`src/rtl/scd_pkg.sv`:
```
package scd_pkg;

  localparam int TAIL_BYTES   = 4;
  localparam int COUNT_BITS   = 32;
  localparam int QUEUE_DEPTH  = 4;

  // result kinds
  localparam logic [1:0] KIND_NAME   = 2'd0;
  localparam logic [1:0] KIND_CODE   = 2'd1;
  localparam logic [1:0] KIND_FIELD  = 2'd2;
  localparam logic [1:0] KIND_STATUS = 2'd3;

  // frame status codes
  localparam logic [2:0] ST_OK       = 3'd0;
  localparam logic [2:0] ST_SHORT    = 3'd1;
  localparam logic [2:0] ST_MAGIC    = 3'd2;
  localparam logic [2:0] ST_FLAG     = 3'd3;
  localparam logic [2:0] ST_CHECKSUM = 3'd4;
  localparam logic [2:0] ST_OVERFLOW = 3'd5;
  localparam logic [2:0] ST_ORPHAN   = 3'd6;
  localparam logic [2:0] ST_TRAILER  = 3'd7;

  localparam logic [7:0]  MAGIC_LO     = 8'h4E;  // 'N'
  localparam logic [7:0]  MAGIC_HI     = 8'h53;  // 'S'
  localparam logic [15:0] FLAG_WORD    = 16'hFFFF;
  localparam logic [15:0] SEG_MARK     = 16'hA5A5;
  localparam logic [15:0] CODE_MARK    = 16'hAAAA;
  localparam logic [15:0] TRAILER_WORD = 16'hFFFF;
  localparam int HDR_BYTES     = 12;
  localparam int CONTENT_START = 16;

  typedef struct packed {
    logic [7:0] in_byte;
    logic       in_last;
  } in_item_t;

  typedef struct packed {
    logic [1:0]  item_kind;
    logic [15:0] slot_index;
    logic [15:0] item_value;
    logic [2:0]  frame_status;
    logic        out_last;
  } out_item_t;

  // results caused by one input beat: first item, optional second item
  typedef struct packed {
    out_item_t a;
    logic      b_valid;
    out_item_t b;
  } bundle_t;

  typedef struct packed {
    logic full;
    logic empty;
  } q_stat_t;

endpackage

```
`src/rtl/segment_container_deframer.sv`:
```
// A result goes through the queue and then the output register before it is offered.
// Throughput: one beat per cycle unless the queue is full; one result per cycle leaves
// the output register while out_ready is high. A beat gives at most two results (the
// final beat may add the status), kept in one entry of the 4-entry parser-output queue.
// Reset (rst_n low, synchronous): parser state, queue pointers and output valid clear.
// After each final-status beat the parser returns to its reset state by itself.
module segment_container_deframer #(
  parameter int COUNT_BITS = scd_pkg::COUNT_BITS
) (
  input  logic               clk,
  input  logic               rst_n,
  input  logic               in_valid,
  output logic               in_ready,
  input  scd_pkg::in_item_t  in_data,
  output logic               out_valid,
  input  logic               out_ready,
  output scd_pkg::out_item_t out_data
);

  logic             q_push;
  logic             q_pop;
  scd_pkg::bundle_t q_wdata;
  scd_pkg::bundle_t q_head;
  scd_pkg::q_stat_t q_stat;

  scd_front #(
    .COUNT_BITS(COUNT_BITS)
  ) u_front (
    .clk      (clk),
    .rst_n    (rst_n),
    .in_valid (in_valid),
    .in_ready (in_ready),
    .in_data  (in_data),
    .q_stat   (q_stat),
    .q_push   (q_push),
    .q_data   (q_wdata)
  );

  scd_queue u_queue (
    .clk       (clk),
    .rst_n     (rst_n),
    .push      (q_push),
    .push_data (q_wdata),
    .pop       (q_pop),
    .head      (q_head),
    .stat      (q_stat)
  );

  scd_back u_back (
    .clk       (clk),
    .rst_n     (rst_n),
    .head      (q_head),
    .q_stat    (q_stat),
    .pop       (q_pop),
    .out_valid (out_valid),
    .out_ready (out_ready),
    .out_data  (out_data)
  );

  // a final beat always leaves a status result in the queue
  a_last_pushes: assert property (@(posedge clk) disable iff (!rst_n)
    (in_valid && in_ready && in_data.in_last) |-> q_push)
    else $error("final beat accepted without queue push");

  a_push_not_full: assert property (@(posedge clk) disable iff (!rst_n)
    q_push |-> !q_stat.full)
    else $error("push into full queue");

  a_status_only_last: assert property (@(posedge clk) disable iff (!rst_n)
    (out_valid && out_data.item_kind != scd_pkg::KIND_STATUS) |->
      (!out_data.out_last && out_data.frame_status == scd_pkg::ST_OK))
    else $error("non-status result carries status or last");

  a_pop_when_data: assert property (@(posedge clk) disable iff (!rst_n)
    q_pop |-> !q_stat.empty)
    else $error("pop from empty queue");

endmodule

```
`src/rtl/scd_front.sv`:
```
module scd_front #(
  parameter int COUNT_BITS = scd_pkg::COUNT_BITS
) (
  input  logic              clk,
  input  logic              rst_n,
  input  logic              in_valid,
  output logic              in_ready,
  input  scd_pkg::in_item_t in_data,
  input  scd_pkg::q_stat_t  q_stat,
  output logic              q_push,
  output scd_pkg::bundle_t  q_data
);

  localparam logic [COUNT_BITS-1:0] N_HDR    = COUNT_BITS'(scd_pkg::HDR_BYTES);
  localparam logic [COUNT_BITS-1:0] N_START  = COUNT_BITS'(scd_pkg::CONTENT_START);
  localparam logic [COUNT_BITS-1:0] N_SHORT  = COUNT_BITS'(scd_pkg::CONTENT_START - 1);
  localparam logic [COUNT_BITS-1:0] N_MAGIC  = COUNT_BITS'(1);
  localparam logic [COUNT_BITS-1:0] N_FLAG   = COUNT_BITS'(3);
  localparam logic [COUNT_BITS-1:0] N_FIELD0 = COUNT_BITS'(5);
  localparam logic [COUNT_BITS-1:0] N_SEGCNT = COUNT_BITS'(11);
  localparam int TB = scd_pkg::TAIL_BYTES;

  logic [7:0]            tail_r [TB];
  logic [7:0]            tail_nxt [TB];
  logic [COUNT_BITS-1:0] count_r, count_nxt;
  logic [15:0]           sum_r, sum_nxt;
  logic [15:0]           total_r, total_nxt;
  logic [15:0]           cur_r, cur_nxt;
  logic                  opened_r, opened_nxt;
  logic                  code_r, code_nxt;
  logic                  skip_r, skip_nxt;
  logic [2:0]            err_r, err_nxt;
  logic [7:0]            low_r, low_nxt;

  logic                  accept;
  logic [7:0]            b;
  logic [15:0]           word;
  logic [15:0]           mark;
  logic [16:0]           opened_cnt;
  logic [3:0]            n_off;
  logic [15:0]           csum;
  logic [15:0]           expect_w;
  logic [15:0]           trailer;
  logic [2:0]            status;
  logic                  prim_valid;
  scd_pkg::out_item_t    prim, stat_item;

  assign in_ready = !q_stat.full;
  assign accept   = in_valid && !q_stat.full;
  assign b        = in_data.in_byte;
  assign word     = {b, low_r};
  assign mark     = {tail_r[TB-2], tail_r[TB-1]};
  assign n_off    = count_r[3:0] - 4'd5;

  always_comb begin
    count_nxt  = count_r;
    sum_nxt    = sum_r;
    total_nxt  = total_r;
    cur_nxt    = cur_r;
    opened_nxt = opened_r;
    code_nxt   = code_r;
    skip_nxt   = skip_r;
    err_nxt    = err_r;
    low_nxt    = low_r;
    for (int i = 0; i < TB; i++) tail_nxt[i] = tail_r[i];
    prim_valid = 1'b0;
    prim       = '0;
    opened_cnt = opened_r ? ({1'b0, cur_r} + 17'd1) : 17'd0;

    // header words
    if (count_r < N_HDR) begin
      if (!count_r[0]) begin
        low_nxt = b;
      end else begin
        if (count_r == N_MAGIC && !(low_r == scd_pkg::MAGIC_LO && b == scd_pkg::MAGIC_HI)
            && err_nxt == scd_pkg::ST_OK)
          err_nxt = scd_pkg::ST_MAGIC;
        if (count_r == N_FLAG && word != scd_pkg::FLAG_WORD && err_nxt == scd_pkg::ST_OK)
          err_nxt = scd_pkg::ST_FLAG;
        if (count_r >= N_FIELD0) begin
          prim_valid      = 1'b1;
          prim.item_kind  = scd_pkg::KIND_FIELD;
          prim.slot_index = {14'd0, n_off[2:1]};
          prim.item_value = word;
          if (count_r == N_SEGCNT) total_nxt = word;
        end
      end
    end

    // classify the byte that just left the tail window
    if (count_r >= N_START) begin
      if (skip_r) begin
        skip_nxt = 1'b0;
      end else if (err_r == scd_pkg::ST_OK) begin
        if (mark == scd_pkg::SEG_MARK) begin
          if (opened_cnt >= {1'b0, total_r}) begin
            err_nxt = scd_pkg::ST_OVERFLOW;
          end else begin
            if (opened_r) cur_nxt = cur_r + 16'd1;
            opened_nxt = 1'b1;
            code_nxt   = 1'b0;
            skip_nxt   = 1'b1;
          end
        end else if (mark == scd_pkg::CODE_MARK) begin
          if (!opened_r) begin
            err_nxt = scd_pkg::ST_ORPHAN;
          end else begin
            code_nxt = 1'b1;
            skip_nxt = 1'b1;
          end
        end else if (!opened_r) begin
          err_nxt = scd_pkg::ST_ORPHAN;
        end else begin
          prim_valid      = 1'b1;
          prim.item_kind  = code_r ? scd_pkg::KIND_CODE : scd_pkg::KIND_NAME;
          prim.slot_index = cur_r;
          prim.item_value = {8'd0, tail_r[TB-1]};
        end
      end
    end

    // final status, from state after this beat's classification
    csum     = sum_r - {8'd0, tail_r[0]};
    expect_w = {b, tail_r[0]};
    trailer  = skip_nxt ? {tail_r[0], tail_r[1]} : {tail_r[1], tail_r[2]};
    if (count_r < N_SHORT)
      status = scd_pkg::ST_SHORT;
    else if (err_nxt == scd_pkg::ST_MAGIC || err_nxt == scd_pkg::ST_FLAG)
      status = err_nxt;
    else if (csum != expect_w)
      status = scd_pkg::ST_CHECKSUM;
    else if (err_nxt != scd_pkg::ST_OK)
      status = err_nxt;
    else if (trailer != scd_pkg::TRAILER_WORD)
      status = scd_pkg::ST_TRAILER;
    else
      status = scd_pkg::ST_OK;

    if (in_data.in_last) begin
      count_nxt  = '0;
      sum_nxt    = '0;
      total_nxt  = '0;
      cur_nxt    = '0;
      opened_nxt = 1'b0;
      code_nxt   = 1'b0;
      skip_nxt   = 1'b0;
      err_nxt    = scd_pkg::ST_OK;
      low_nxt    = '0;
      for (int i = 0; i < TB; i++) tail_nxt[i] = '0;
    end else begin
      for (int i = TB - 1; i > 0; i--) tail_nxt[i] = tail_r[i-1];
      tail_nxt[0] = b;
      sum_nxt     = sum_r + {8'd0, b};
      if (count_r != '1) count_nxt = count_r + COUNT_BITS'(1);
    end
  end

  always_comb begin
    stat_item              = '0;
    stat_item.item_kind    = scd_pkg::KIND_STATUS;
    stat_item.frame_status = status;
    stat_item.out_last     = 1'b1;
    q_data                 = '0;
    if (prim_valid) begin
      q_data.a       = prim;
      q_data.b_valid = in_data.in_last;
      q_data.b       = stat_item;
    end else begin
      q_data.a       = stat_item;
    end
  end

  assign q_push = accept && (prim_valid || in_data.in_last);

  always_ff @(posedge clk) begin
    if (!rst_n) begin
      count_r  <= '0;
      sum_r    <= '0;
      total_r  <= '0;
      cur_r    <= '0;
      opened_r <= 1'b0;
      code_r   <= 1'b0;
      skip_r   <= 1'b0;
      err_r    <= scd_pkg::ST_OK;
      low_r    <= '0;
      for (int i = 0; i < TB; i++) tail_r[i] <= '0;
    end else if (accept) begin
      count_r  <= count_nxt;
      sum_r    <= sum_nxt;
      total_r  <= total_nxt;
      cur_r    <= cur_nxt;
      opened_r <= opened_nxt;
      code_r   <= code_nxt;
      skip_r   <= skip_nxt;
      err_r    <= err_nxt;
      low_r    <= low_nxt;
      for (int i = 0; i < TB; i++) tail_r[i] <= tail_nxt[i];
    end
  end

endmodule

```
`src/rtl/scd_queue.sv`:
```
module scd_queue (
  input  logic             clk,
  input  logic             rst_n,
  input  logic             push,
  input  scd_pkg::bundle_t push_data,
  input  logic             pop,
  output scd_pkg::bundle_t head,
  output scd_pkg::q_stat_t stat
);

  localparam int DEPTH = scd_pkg::QUEUE_DEPTH;
  localparam int PW    = $clog2(DEPTH);

  scd_pkg::bundle_t mem [DEPTH];
  logic [PW-1:0]    wr_ptr_r, wr_ptr_nxt;
  logic [PW-1:0]    rd_ptr_r, rd_ptr_nxt;
  logic [PW:0]      cnt_r, cnt_nxt;
  logic             do_push, do_pop;

  assign stat.full  = (cnt_r == (PW+1)'(DEPTH));
  assign stat.empty = (cnt_r == '0);
  assign do_push    = push && !stat.full;
  assign do_pop     = pop && !stat.empty;
  assign head       = mem[rd_ptr_r];

  always_comb begin
    wr_ptr_nxt = wr_ptr_r;
    rd_ptr_nxt = rd_ptr_r;
    cnt_nxt    = cnt_r;
    if (do_push) wr_ptr_nxt = (wr_ptr_r == PW'(DEPTH - 1)) ? '0 : wr_ptr_r + PW'(1);
    if (do_pop)  rd_ptr_nxt = (rd_ptr_r == PW'(DEPTH - 1)) ? '0 : rd_ptr_r + PW'(1);
    if (do_push && !do_pop)      cnt_nxt = cnt_r + (PW+1)'(1);
    else if (do_pop && !do_push) cnt_nxt = cnt_r - (PW+1)'(1);
  end

  always_ff @(posedge clk) begin
    if (do_push) mem[wr_ptr_r] <= push_data;
  end

  always_ff @(posedge clk) begin
    if (!rst_n) begin
      wr_ptr_r <= '0;
      rd_ptr_r <= '0;
      cnt_r    <= '0;
    end else begin
      wr_ptr_r <= wr_ptr_nxt;
      rd_ptr_r <= rd_ptr_nxt;
      cnt_r    <= cnt_nxt;
    end
  end

endmodule

```
`src/rtl/scd_back.sv`:
```
module scd_back (
  input  logic               clk,
  input  logic               rst_n,
  input  scd_pkg::bundle_t   head,
  input  scd_pkg::q_stat_t   q_stat,
  output logic               pop,
  output logic               out_valid,
  input  logic               out_ready,
  output scd_pkg::out_item_t out_data
);

  logic               valid_r, valid_nxt;
  logic               second_r, second_nxt;  // head's second item still to send
  scd_pkg::out_item_t data_r, data_nxt;
  logic               load;

  assign load      = !valid_r || out_ready;
  assign out_valid = valid_r;
  assign out_data  = data_r;

  always_comb begin
    valid_nxt  = valid_r;
    second_nxt = second_r;
    data_nxt   = data_r;
    pop        = 1'b0;
    if (load) begin
      if (second_r) begin
        valid_nxt  = 1'b1;
        data_nxt   = head.b;
        second_nxt = 1'b0;
        pop        = 1'b1;
      end else if (!q_stat.empty) begin
        valid_nxt = 1'b1;
        data_nxt  = head.a;
        if (head.b_valid) second_nxt = 1'b1;
        else              pop        = 1'b1;
      end else begin
        valid_nxt = 1'b0;
      end
    end
  end

  always_ff @(posedge clk) begin
    data_r <= data_nxt;
  end

  always_ff @(posedge clk) begin
    if (!rst_n) begin
      valid_r  <= 1'b0;
      second_r <= 1'b0;
    end else begin
      valid_r  <= valid_nxt;
      second_r <= second_nxt;
    end
  end

endmodule

```
`config.mk`:
```
export PLATFORM = sky130hd
export DESIGN_NAME = segment_container_deframer
export DESIGN_NICKNAME = d
export VERILOG_FILES = /design/src/rtl/scd_pkg.sv /design/src/rtl/segment_container_deframer.sv /design/src/rtl/scd_front.sv /design/src/rtl/scd_queue.sv /design/src/rtl/scd_back.sv
export SDC_FILE = /design/constraint.sdc
export NUM_CORES = 1
export LEC_CHECK = 0
export ABC_AREA = 1
export BUFFER_PORTS_ARGS = -buffer_cell sky130_fd_sc_hd__buf_2
export CORE_UTILIZATION = 45
export CTS_BUF_LIST = sky130_fd_sc_hd__clkbuf_4 sky130_fd_sc_hd__clkbuf_8
export DETAILED_ROUTE_END_ITERATION = 7
export GPL_TIMING_DRIVEN = 0
export PLACE_DENSITY = 0.64
export SLEW_MARGIN = 20
export SYNTH_ARGS = -nofsm -noshare
export SYNTH_HDL_FRONTEND = slang
export SYNTH_SLANG_ARGS = --single-unit
```
`constraint.sdc`:
```
create_clock -name clk -period 4.7 [get_ports clk]
set_input_delay 0.47 -clock clk [delete_from_list [all_inputs] [get_ports clk]]
set_output_delay 0.47 -clock clk [all_outputs]
set_load 0.01 [all_outputs]
```
==> results of run 1 <==
==> state kept, by name, indices dropped and copies added, names as in the netlist, named ones only <==
register and count:
u_queue.rd_ptr_r 2, u_queue.mem 172, u_front.total_r 16, u_back.second_r 1, u_front.code_r 1, u_back.out_valid 1, u_front.opened_r 1, u_front.err_r 3
u_front.skip_r 1, u_front.count_r 32, u_front.low_r 8, u_back.out_data 38, u_queue.wr_ptr_r 2, u_front.cur_r 16, u_queue.cnt_r 3, u_front.sum_r 16
u_front.tail_r 32
==> where the power goes <==
part / internal [W] / total, W / switching (W)
sequential: 0.00371 / 0.00383 / 0.000119
combinational: 0.000630 / 0.00197 / 0.00134
clock: 0.00164 / 0.00288 / 0.00124
==> logic make-up after synthesis <==
group | Yosys count | synth area share
adder cells (fa/ha/maj) | 46 | 0.0363
flip-flops | 347 | 0.568
buffers and inverters | 259 | 0.0600
XOR/XNOR | 37 | 0.0205
AO/OA/AOI/OAI | 288 | 0.0955
AND/OR/NAND/NOR | 841 | 0.220
==> how the worst min path moves through the flow <==
stage / end / slack, ns / cells past startpoint / startpoint
floorplan: u_front.total_r[1] / 0.44 / 2 / u_front.total_r[1]
global placement: u_front.cur_r[7] / 0.45 / 2 / u_front.cur_r[7]
detailed placement: u_front.total_r[11] / 0.45 / 2 / u_front.total_r[11]
CTS: u_back.second_r / 0.14 / 4 / out_ready
global route: u_back.second_r / 0.17 / 4 / out_ready
finish: u_back.second_r / 0.18 / 4 / out_ready
==> synth_stat cells, types with 26 or more instances <==
| cell | n |
|---|---|
| nand3_1 | 90 |
| o21ai_0 | 124 |
| edfxtp_1 | 242 |
| nor3_1 | 29 |
| nand2_1 | 278 |
| nand4_1 | 30 |
| clkbuf_1 | 49 |
| a21oi_1 | 117 |
| xor2_1 | 26 |
| dfxtp_1 | 105 |
| inv_1 | 181 |
| ha_1 | 43 |
| nor2_1 | 360 |
==> metrics by stage <==
| step | power [W] | setup TNS (ns) |
|---|---|---|
| after CTS | 0.00874 | 0 |
| final | 0.00868 | 0 |
| after global routing | 0.00914 | 0 |
| after detailed placement | 0.00587 | 0 |
| after global placement | 0.00576 | -123.78 |
| after floorplan | 0.00513 | 0 |
==> critical path: cells and delay by family, from the launching register on <==
kind	cells	cell delay, ns
DFF	1	0.33
xor gates and xnor gates	1	0.16
and+or+nand+nor	22	2.42
buffers and inverters	4	0.34
AOI/OAI and AO/OA	1	0.32
adders and majority gates	1	0.31
==> area by class of cell <==
class | count | area share
multi-input cells | 1212 | 0.328
well taps | 461 | 0.0307
clock buffers | 78 | 0.0521
repair buffers | 59 | 0.0229
plain buffers | 59 | 0.0124
inverters | 200 | 0.0402
clock inverters | 30 | 0.0152
flip-flops and latches | 347 | 0.499
==> routing by layer <==
layer / vias to the layer above / share of wire / global-route usage
met5: - / 0 / 0
met4: 0 / 0.018 / 0.0667
met3: 57 / 0.057 / 0.0375
met2: 351 / 0.48 / 0.366
met1: 6039 / 0.44 / 0.283
li1: 6364 / - / -
==> layout by cell type (no fill, tap or decap), types with 49 or more instances in the layout <==
cell      Yosys  final
edfxtp_1    242    242
buf_2         4     56
inv_1       181    180
o21ai_0     124    124
clkbuf_1     49     49
nand2_1     278    277
nand3_1      90     90
clkbuf_8      0     63
a21oi_1     117    117
nor2_1      360    356
dfxtp_1     105    105
==> out/results.txt, run 1 <==
IO Pins = 53
Final Core Density = 0.525
H-tree depth = 2
Pre-CTS setup slack = 0.673 ns
Row cnt = 69
CTS Buf Count = 57
Status = finished, violations left
Slowest CP cell = dfxtp_1
Filler cells = 3290
Seq/Total Area, Yosys = 0.568
Area Overhead vs Synth = 14.0%
Crit share post-route = 0.868
DP Area = 0.0175 mm^2
First-pass GRT wire length = 64500 um
Worst path required time = 5.11 ns
DP HPWL = 28500 um
Final clock skew = 0.0341 ns
Final setup fails = 0
Drt first-iter violations = 972
CP Capture Type = register
Synth warnings = 0
Post-layout net count = 1995
Core ar. = 0.0358 mm^2
First-pass DRT Iterations = 8
Worst r2r src = u_front.cur_r[0]
Data arrival time of the worst path = 4.48 ns
Max Slew Vio Count = 0
Max rail drop VDD = 0.000271 V
Synth area leaders = edfxtp_1, dfxtp_1, nor2_1
Post-CTS setup buffer count = 0
Largest area contributor in the netlist = edfxtp_1
Tmin final = 4.08 ns
Max FO, Critical Path = 5
Initial antenna violation count = 0
Max cap viols = 0
Worst Setup SP = u_front.cur_r[0]
Max Root-Sink Buffers = 3
Max_slew headroom = 0.444
DP Cell Count = 2338
Routed len/inst = 16.4 um
Clock-pin transition on the worst setup and hold timing paths = 0.07 ns
Syn_area_per_cell = 9.07 um^2
Vias in the first global route = 12400
CTS resizes = 0
Setup slack, reg-to-reg = 0.62 ns
Slew @ Worst Pin = 0.830 ns
Die height = 193 um
Hold WS = 0.184 ns
Worst R2R Path Depth = 29
Failing checks = design-rule violations
Hold_buf cts = 0
Placer Congestion = 0.875
Power per cell area = 462 mW/mm^2
Critical Path Most Common Cell = nor2_1
Antenna viol nets, final = 0
Worst Setup Start Kind = register
EDFF count, synth = 242
Total track usage = 0.216
Mapped Nets = 1877
Fraction of layout cells with a size suffix above 1 = 0.115
Post-route DRC = 4
Synth Register Bits = 347
RSZ-0062 raised after global routing = no
Final std cells w/o fill = 2446
Die area = 0.0374 mm^2
Setup ws final = 0.621 ns
Width of the chip = 193 um
Final hold vios = 0
Initial Util = 0.460
Worst path max stage delay = 0.33 ns
Reg area = 0.00937 mm^2
Class of the worst hold path = in -> reg
# clock sinks = 347
Vias = 12800
Primary FF master, synth = edfxtp_1
Crit Path Class = reg -> reg
CP Capture Point = u_queue.mem[3][1]
Max Freq = 245 MHz
Leak = 7.11 nW
Cell count after synthesis = 1818
Area of the multi-input gates = 0.00616 mm^2
Routed WL = 40100 um
Buffers added on ports = 52
Clock root buffer = clkbuf_8
Largest net degree at the start of global routing = 37
Total grt overflow = 0
Yosys top cell area share = 0.441
Clock Latency Late Sink = 0.64 ns
Vias/cell = 5.24
Mapped Area = 0.0165 mm^2
CTS tree = done
Final instance area = 0.0188 mm^2
Distinct cells, synth = 56
Asr flop ratio synth = 0
N_diodes = 0
Reg2Reg Capture Point = u_queue.mem[3][1]
Power figures use the tool's default switching activity.
==> run 2: changes to the inputs <==
==> constraint.sdc (replaced) <==
create_clock -name clk -period 4.3 [get_ports clk]
set_input_delay 0.43 -clock clk [delete_from_list [all_inputs] [get_ports clk]]
set_output_delay 0.43 -clock clk [all_outputs]
set_load 0.01 [all_outputs]
==> run 2 against run 1 <==
The flow still finishes with violations (design-rule violations). Combinational power rose by 9.6%. Setup slack worse by 0.22 ns. Cell area about the same. Core utilization barely moved. Routed wire length rose by 0.16%. First-iteration DRC count shrank 5.5%. Critical endpoint is now u_queue.mem[3][41].
==> out/results.txt, run 2 (synthesis results as in run 1) <==
Critical Path Most Common Cell = nor2_1
Die area = 0.0374 mm^2 (unchanged)
Routed WL = 40200 um (+0.16%)
Data arrival time of the worst path = 4.38 ns (-0.10 ns)
Buffers added on ports = 52 (unchanged)
First-pass GRT wire length = 64500 um (unchanged)
Post-route DRC = 4 (unchanged)
Worst path required time = 4.77 ns (-0.34 ns)
Placer Congestion = 0.875 (unchanged)
Row cnt = 69 (unchanged)
Worst path max stage delay = 0.33 ns (about the same)
Hold_buf cts = 0 (unchanged)
Max Slew Vio Count = 0 (unchanged)
Slowest CP cell = dfxtp_1
Core ar. = 0.0358 mm^2 (unchanged)
Power per cell area = 505 mW/mm^2 (+9.3%)
Vias in the first global route = 12400 (unchanged)
Pre-CTS setup slack = 0.273 ns (-0.400 ns)
Tmin final = 3.90 ns (-0.176 ns)
Slew @ Worst Pin = 0.825 ns (-0.00582 ns)
Max_slew headroom = 0.448 (+0.00389)
TNS Setup = 0 ns (unchanged)
CTS resizes = 0 (unchanged)
Clock-pin transition on the worst setup and hold timing paths = 0.07 ns (about the same)
Initial Util = 0.460 (unchanged)
Top reg by flops = u_queue.mem
Total track usage = 0.216 (unchanged)
Overall power = 0.00949 W (+9.4%)
Vias = 12800 (-0.12%)
Drt first-iter violations = 919 (-5.5%)
First-pass DRT Iterations = 7 (-1)
CTS tree = done
Area Overhead vs Synth = 14.1% (about the same)
Setup ws final = 0.397 ns (-0.224 ns)
Final hold vios = 0 (unchanged)
Vias/cell = 5.23 (-0.12%)
RSZ-0062 raised after global routing = no
Max rail drop VDD = 0.000296 V (+9.2%)
Filler cells = 3289 (-0.030%)
H-tree depth = 2 (unchanged)
Clock root buffer = clkbuf_8
Fraction of layout cells with a size suffix above 1 = 0.118 (+0.00302)
Status = finished, violations left
DP Area = 0.0175 mm^2 (unchanged)
Final clock skew = 0.0353 ns (+0.00115 ns)
# clock sinks = 347 (unchanged)
Antenna viol nets, final = 0 (unchanged)
CTS Buf Count = 57 (unchanged)
Final Core Density = 0.525 (about the same)
Crit Path Class = reg -> reg
Failing checks = design-rule violations
Worst Setup Start Kind = register
Post-CTS setup buffer count = 0 (unchanged)
Leading cell type in the layout, fill and taps excluded = nor2_1
CP Capture Type = register
Post-layout net count = 1995 (unchanged)
Final setup fails = 0 (unchanged)
Initial antenna violation count = 0 (unchanged)
Max reg flops = 172 (unchanged)
Max FO, Critical Path = 5 (unchanged)
Largest net degree at the start of global routing = 37 (unchanged)
Crit share post-route = 0.908 (+0.0398)
IO Pins = 53 (unchanged)
Class of the worst hold path = in -> reg
Total grt overflow = 0 (unchanged)
Max Freq = 256 MHz (+4.5%)
Routed len/inst = 16.4 um (+0.16%)
Die height = 193 um (unchanged)
Leading cell types in the layout, fill and taps excluded = nor2_1, nand2_1, edfxtp_1
Leak = 7.11 nW (about the same)
Final instance area = 0.0188 mm^2 (about the same)
Width of the chip = 193 um (unchanged)
Setup slack, reg-to-reg = 0.40 ns (-0.22 ns)
Max Root-Sink Buffers = 3 (unchanged)
DP HPWL = 28500 um (unchanged)
N_diodes = 0 (unchanged)
Clock Latency Late Sink = 0.64 ns (about the same)
Max cap viols = 0 (unchanged)
## run 2: cell counts in the layout (fill, tap and decap cells not counted)
Identical to the previous run, type by type.
## run 2: final timing paths
path | endpoint | startpoint | cells after the start
worst max register to register | u_queue.mem[3][41] | u_front.cur_r[0] | 29
worst max-delay path | u_queue.mem[3][41] | u_front.cur_r[0] | 29
worst min-delay path | u_back.second_r | out_ready | 4
worst min register to register | u_front.cur_r[3] | u_front.cur_r[3] | 2
## run 2: through the flow
| stage | instances | hold WS (ns) |
|---|---|---|
| finish | 2446 | 0.144 |
| global route | 2446 | 0.129 |
| CTS | 2446 | 0.0970 |
| detailed placement | 2338 | 0.453 |
| global placement | 2331 | 0.452 |
| floorplan | 1818 | 0.439 |
## run 2: layout make-up
| type | instances | area, um^2 | share of cell area |
|---|---|---|---|
| Buffer | 59 | 234 | 0.0124 |
| Clock buffer | 78 | 980 | 0.0521 |
| Inverter | 200 | 756 | 0.0402 |
| Clock inverter | 30 | 287 | 0.0152 |
| Sequential cell | 347 | 9370 | 0.498 |
| Timing Repair Buffer | 59 | 430 | 0.0229 |
| Tap cell | 461 | 577 | 0.0307 |
| Multi-Input combinational cell | 1212 | 6180 | 0.329 |
## run 2: power by group
part	internal, W	total (W)	switching [W]	leakage, nW
Combinational	0.000690	0.00216	0.00147	3.28
Sequential	0.00405	0.00418	0.000130	3.15
Clock	0.00179	0.00315	0.00136	0.676
## run 2: layer usage
| layer | global-route usage | vias up | part of all wire |
|---|---|---|---|
| met5 | 0 | - | 0 |
| met4 | 0.0667 | 0 | 0.017 |
| met1 | 0.283 | 6022 | 0.44 |
| met2 | 0.366 | 358 | 0.48 |
| li1 | - | 6366 | - |
| met3 | 0.0375 | 50 | 0.059 |
## run 2: critical path, delay by kind of cell (launching register included)
family        cells  cell delay (ns)
simple gates     23             2.62
buf+inv           4             0.35
flops             1             0.33
fa+ha+maj         1             0.31
xor+xnor          1             0.17
==> run 3: changes to the inputs <==
--- a/config.mk
+++ b/config.mk
@@ -6,12 +6,12 @@
 export NUM_CORES = 1
 export LEC_CHECK = 0
 export ABC_AREA = 1
-export BUFFER_PORTS_ARGS = -buffer_cell sky130_fd_sc_hd__buf_2
 export CORE_UTILIZATION = 45
 export CTS_BUF_LIST = sky130_fd_sc_hd__clkbuf_4 sky130_fd_sc_hd__clkbuf_8
 export DETAILED_ROUTE_END_ITERATION = 7
+export DONT_BUFFER_PORTS = 1
 export GPL_TIMING_DRIVEN = 0
-export PLACE_DENSITY = 0.64
+export PLACE_DENSITY = 0.63
 export SLEW_MARGIN = 20
 export SYNTH_ARGS = -nofsm -noshare
 export SYNTH_HDL_FRONTEND = slang
==> run 3 against run 2 <==
The flow still finishes with violations (design-rule violations). Setup slack better by 0.036 ns. Fmax up 0.94%. Critical path type unchanged. Global-route usage barely moved. Largest power group unchanged. Sequential cell count stayed put. Sequential power grew 3%. First-iteration DRC count increased by 0.44%. Power fell by 0.80%.
==> out/results.txt, run 3 (synthesis results as in run 1) <==
Status = finished, violations left
Failing checks = design-rule violations
Post-layout net count = 1947 (-2.4%)
Final std cells w/o fill = 2397 (-2.0%)
Routed len/inst = 16.6 um (+0.83%)
Clock-pin transition on the worst setup and hold timing paths = 0.06 ns (about the same)
Leading cell types in the layout, fill and taps excluded = nor2_1, nand2_1, edfxtp_1
RSZ-0062 raised after global routing = yes
Max reg flops = 172 (unchanged)
Max rail drop VDD = 0.000237 V (-20%)
Vias in the first global route = 12500 (+0.59%)
H-tree depth = 2 (unchanged)
Worst r2r src = u_front.cur_r[0]
Max Root-Sink Buffers = 3 (unchanged)
CP Capture Type = register
Class of the worst hold path = in -> reg
Post-route DRC = 8 (+4)
Crit share post-route = 0.899 (-0.00842)
Row cnt = 69 (unchanged)
Critical Path Most Common Cell = nor2_1
Buffers added on ports = 0 (-100%)
Total track usage = 0.216 (-0.000374)
Max FO, Critical Path = 5 (unchanged)
Worst Setup Start Kind = register
Die area = 0.0374 mm^2 (unchanged)
Leak = 6.95 nW (-2.2%)
Max Freq = 259 MHz (+0.94%)
DP Cell Count = 2287 (-2.2%)
Worst Setup SP = u_front.cur_r[0]
Final clock skew = 0.0354 ns (+0.000120 ns)
Initial antenna violation count = 0 (unchanged)
Core ar. = 0.0358 mm^2 (unchanged)
First-pass DRT Iterations = 7 (unchanged)
Largest net degree at the start of global routing = 37 (unchanged)
Setup ws final = 0.433 ns (+0.0362 ns)
Leading cell type in the layout, fill and taps excluded = nor2_1
Power per cell area = 505 mW/mm^2 (about the same)
Area Overhead vs Synth = 13.2%
Tmin final = 3.87 ns (-0.0362 ns)
Slowest CP cell = dfxtp_1
Vias = 12500 (-2.0%)
First-pass GRT wire length = 64100 um (-0.56%)
Drt first-iter violations = 923 (+0.44%)
Fraction of layout cells with a size suffix above 1 = 0.0981 (-0.0202)
Initial Util = 0.460 (unchanged)
Filler cells = 3233 (-1.7%)
Clock Latency Late Sink = 0.65 ns (about the same)
Pre-CTS setup slack = 0.369 ns (+0.0960 ns)
Data arrival time of the worst path = 4.30 ns (-0.08 ns)
Max cap viols = 0 (unchanged)
Final hold vios = 0 (unchanged)
# clock sinks = 347 (unchanged)
Hold path start = in_data[2]
Final Core Density = 0.521 (-0.00416)
Area of the multi-input gates = 0.00618 mm^2 (unchanged)
Total grt overflow = 0 (unchanged)
Max_slew headroom = 0.459 (+0.0103)
TNS Setup = 0 ns (unchanged)
Width of the chip = 193 um (unchanged)
Top reg by flops = u_queue.mem
Max Slew Vio Count = 0 (unchanged)
Antenna viol nets, final = 0 (unchanged)
Placer Congestion = 0.877 (+0.23%)
Routed WL = 39700 um (-1.2%)
Slew @ Worst Pin = 0.809 ns (-0.0153 ns)
CTS Buf Count = 58 (+1.8%)
Die height = 193 um (unchanged)
Worst path required time = 4.73 ns (-0.04 ns)
Post-CTS setup buffer count = 0 (unchanged)
CTS tree = done
Clock root buffer = clkbuf_8
Vias/cell = 5.23 (about the same)
N_diodes = 0 (unchanged)
DP HPWL = 27900 um (-1.9%)
Worst path max stage delay = 0.33 ns (about the same)
Crit Path Class = reg -> reg
IO Pins = 53 (unchanged)
Final setup fails = 0 (unchanged)
Reg area = 0.00937 mm^2 (unchanged)
==> run 3: cell types whose count changed in the layout (fill, tap and decap cells not counted), sizes merged, moves of 2 or more <==
cell / previous run / this run
clkinv: 27 / 10
clkbuf: 127 / 144
dlygate4sd3: 0 / 2
buf: 69 / 18
bufinv: 5 / 3
==> run 3: final timing paths <==
path / slack, ns / end / cells past startpoint
worst max-delay path: 0.43 / u_queue.mem[0][1] / 29
worst min-delay path: 0.09 / u_front.sum_r[1] / 3
worst max register to register: 0.43 / u_queue.mem[0][1] / 29
worst min register to register: 0.46 / u_front.total_r[1] / 2
==> run 3: cell type report <==
type	count	area share
plain buffers	59	0.0125
inverters	200	0.0405
well taps	461	0.0309
multi-input cells	1212	0.331
clock inverters	13	0.00851
repair buffers	10	0.0121
clock buffers	95	0.0623
flip-flops and latches	347	0.502
==> run 3: layer usage <==
layer / GRT usage / part of all wire
met1: 0.281 / 0.45
met2: 0.357 / 0.47
met3: 0.0413 / 0.059
met4: 0.0824 / 0.025
met5: 0 / 0
==> run 3: power breakdown <==
| part | leakage, nW | internal, W | switching (W) |
|---|---|---|---|
| clock | 0.704 | 0.00190 | 0.00134 |
| sequential | 3.15 | 0.00407 | 0.000257 |
| combinational | 3.10 | 0.000562 | 0.00129 |
| total | 6.95 | 0.00653 | 0.00289 |
==> run 3: repair_timing <==
| item | 4_1_cts | 5_1_grt |
|---|---|---|
| setup endpoints to repair | 0 | 24 |
| gates resized for setup | 0 | 5 |
| hold endpoints to repair | 2 | 0 |
| hold buffers | 2 | 0 |
==> run 3: per-stage QoR <==
| stage | hold WS (ns) | total power, W | cell area, um^2 |
|---|---|---|---|
| 2_1_floorplan | 0.439 | 0.00560 | 16500 |
| 3_3_place_gp | 0.452 | 0.00614 | 17100 |
| 3_5_place_dp | 0.453 | 0.00625 | 17300 |
| 4_1_cts | 0.0556 | 0.00950 | 18600 |
| 5_1_grt | 0.101 | 0.00990 | 18700 |
| 6_report | 0.0936 | 0.00942 | 18700 |
==> run 3: worst max-delay path: cells and delay by family, from the launching register on <==
family / cells / cell delay, ns
AO/OA/AOI/OAI: 1 / 0.28
AND/OR/NAND/NOR: 22 / 2.24
flip-flops: 1 / 0.33
adder cells (fa/ha/maj): 1 / 0.31
XOR/XNOR: 1 / 0.16
buffers and inverters: 4 / 0.33
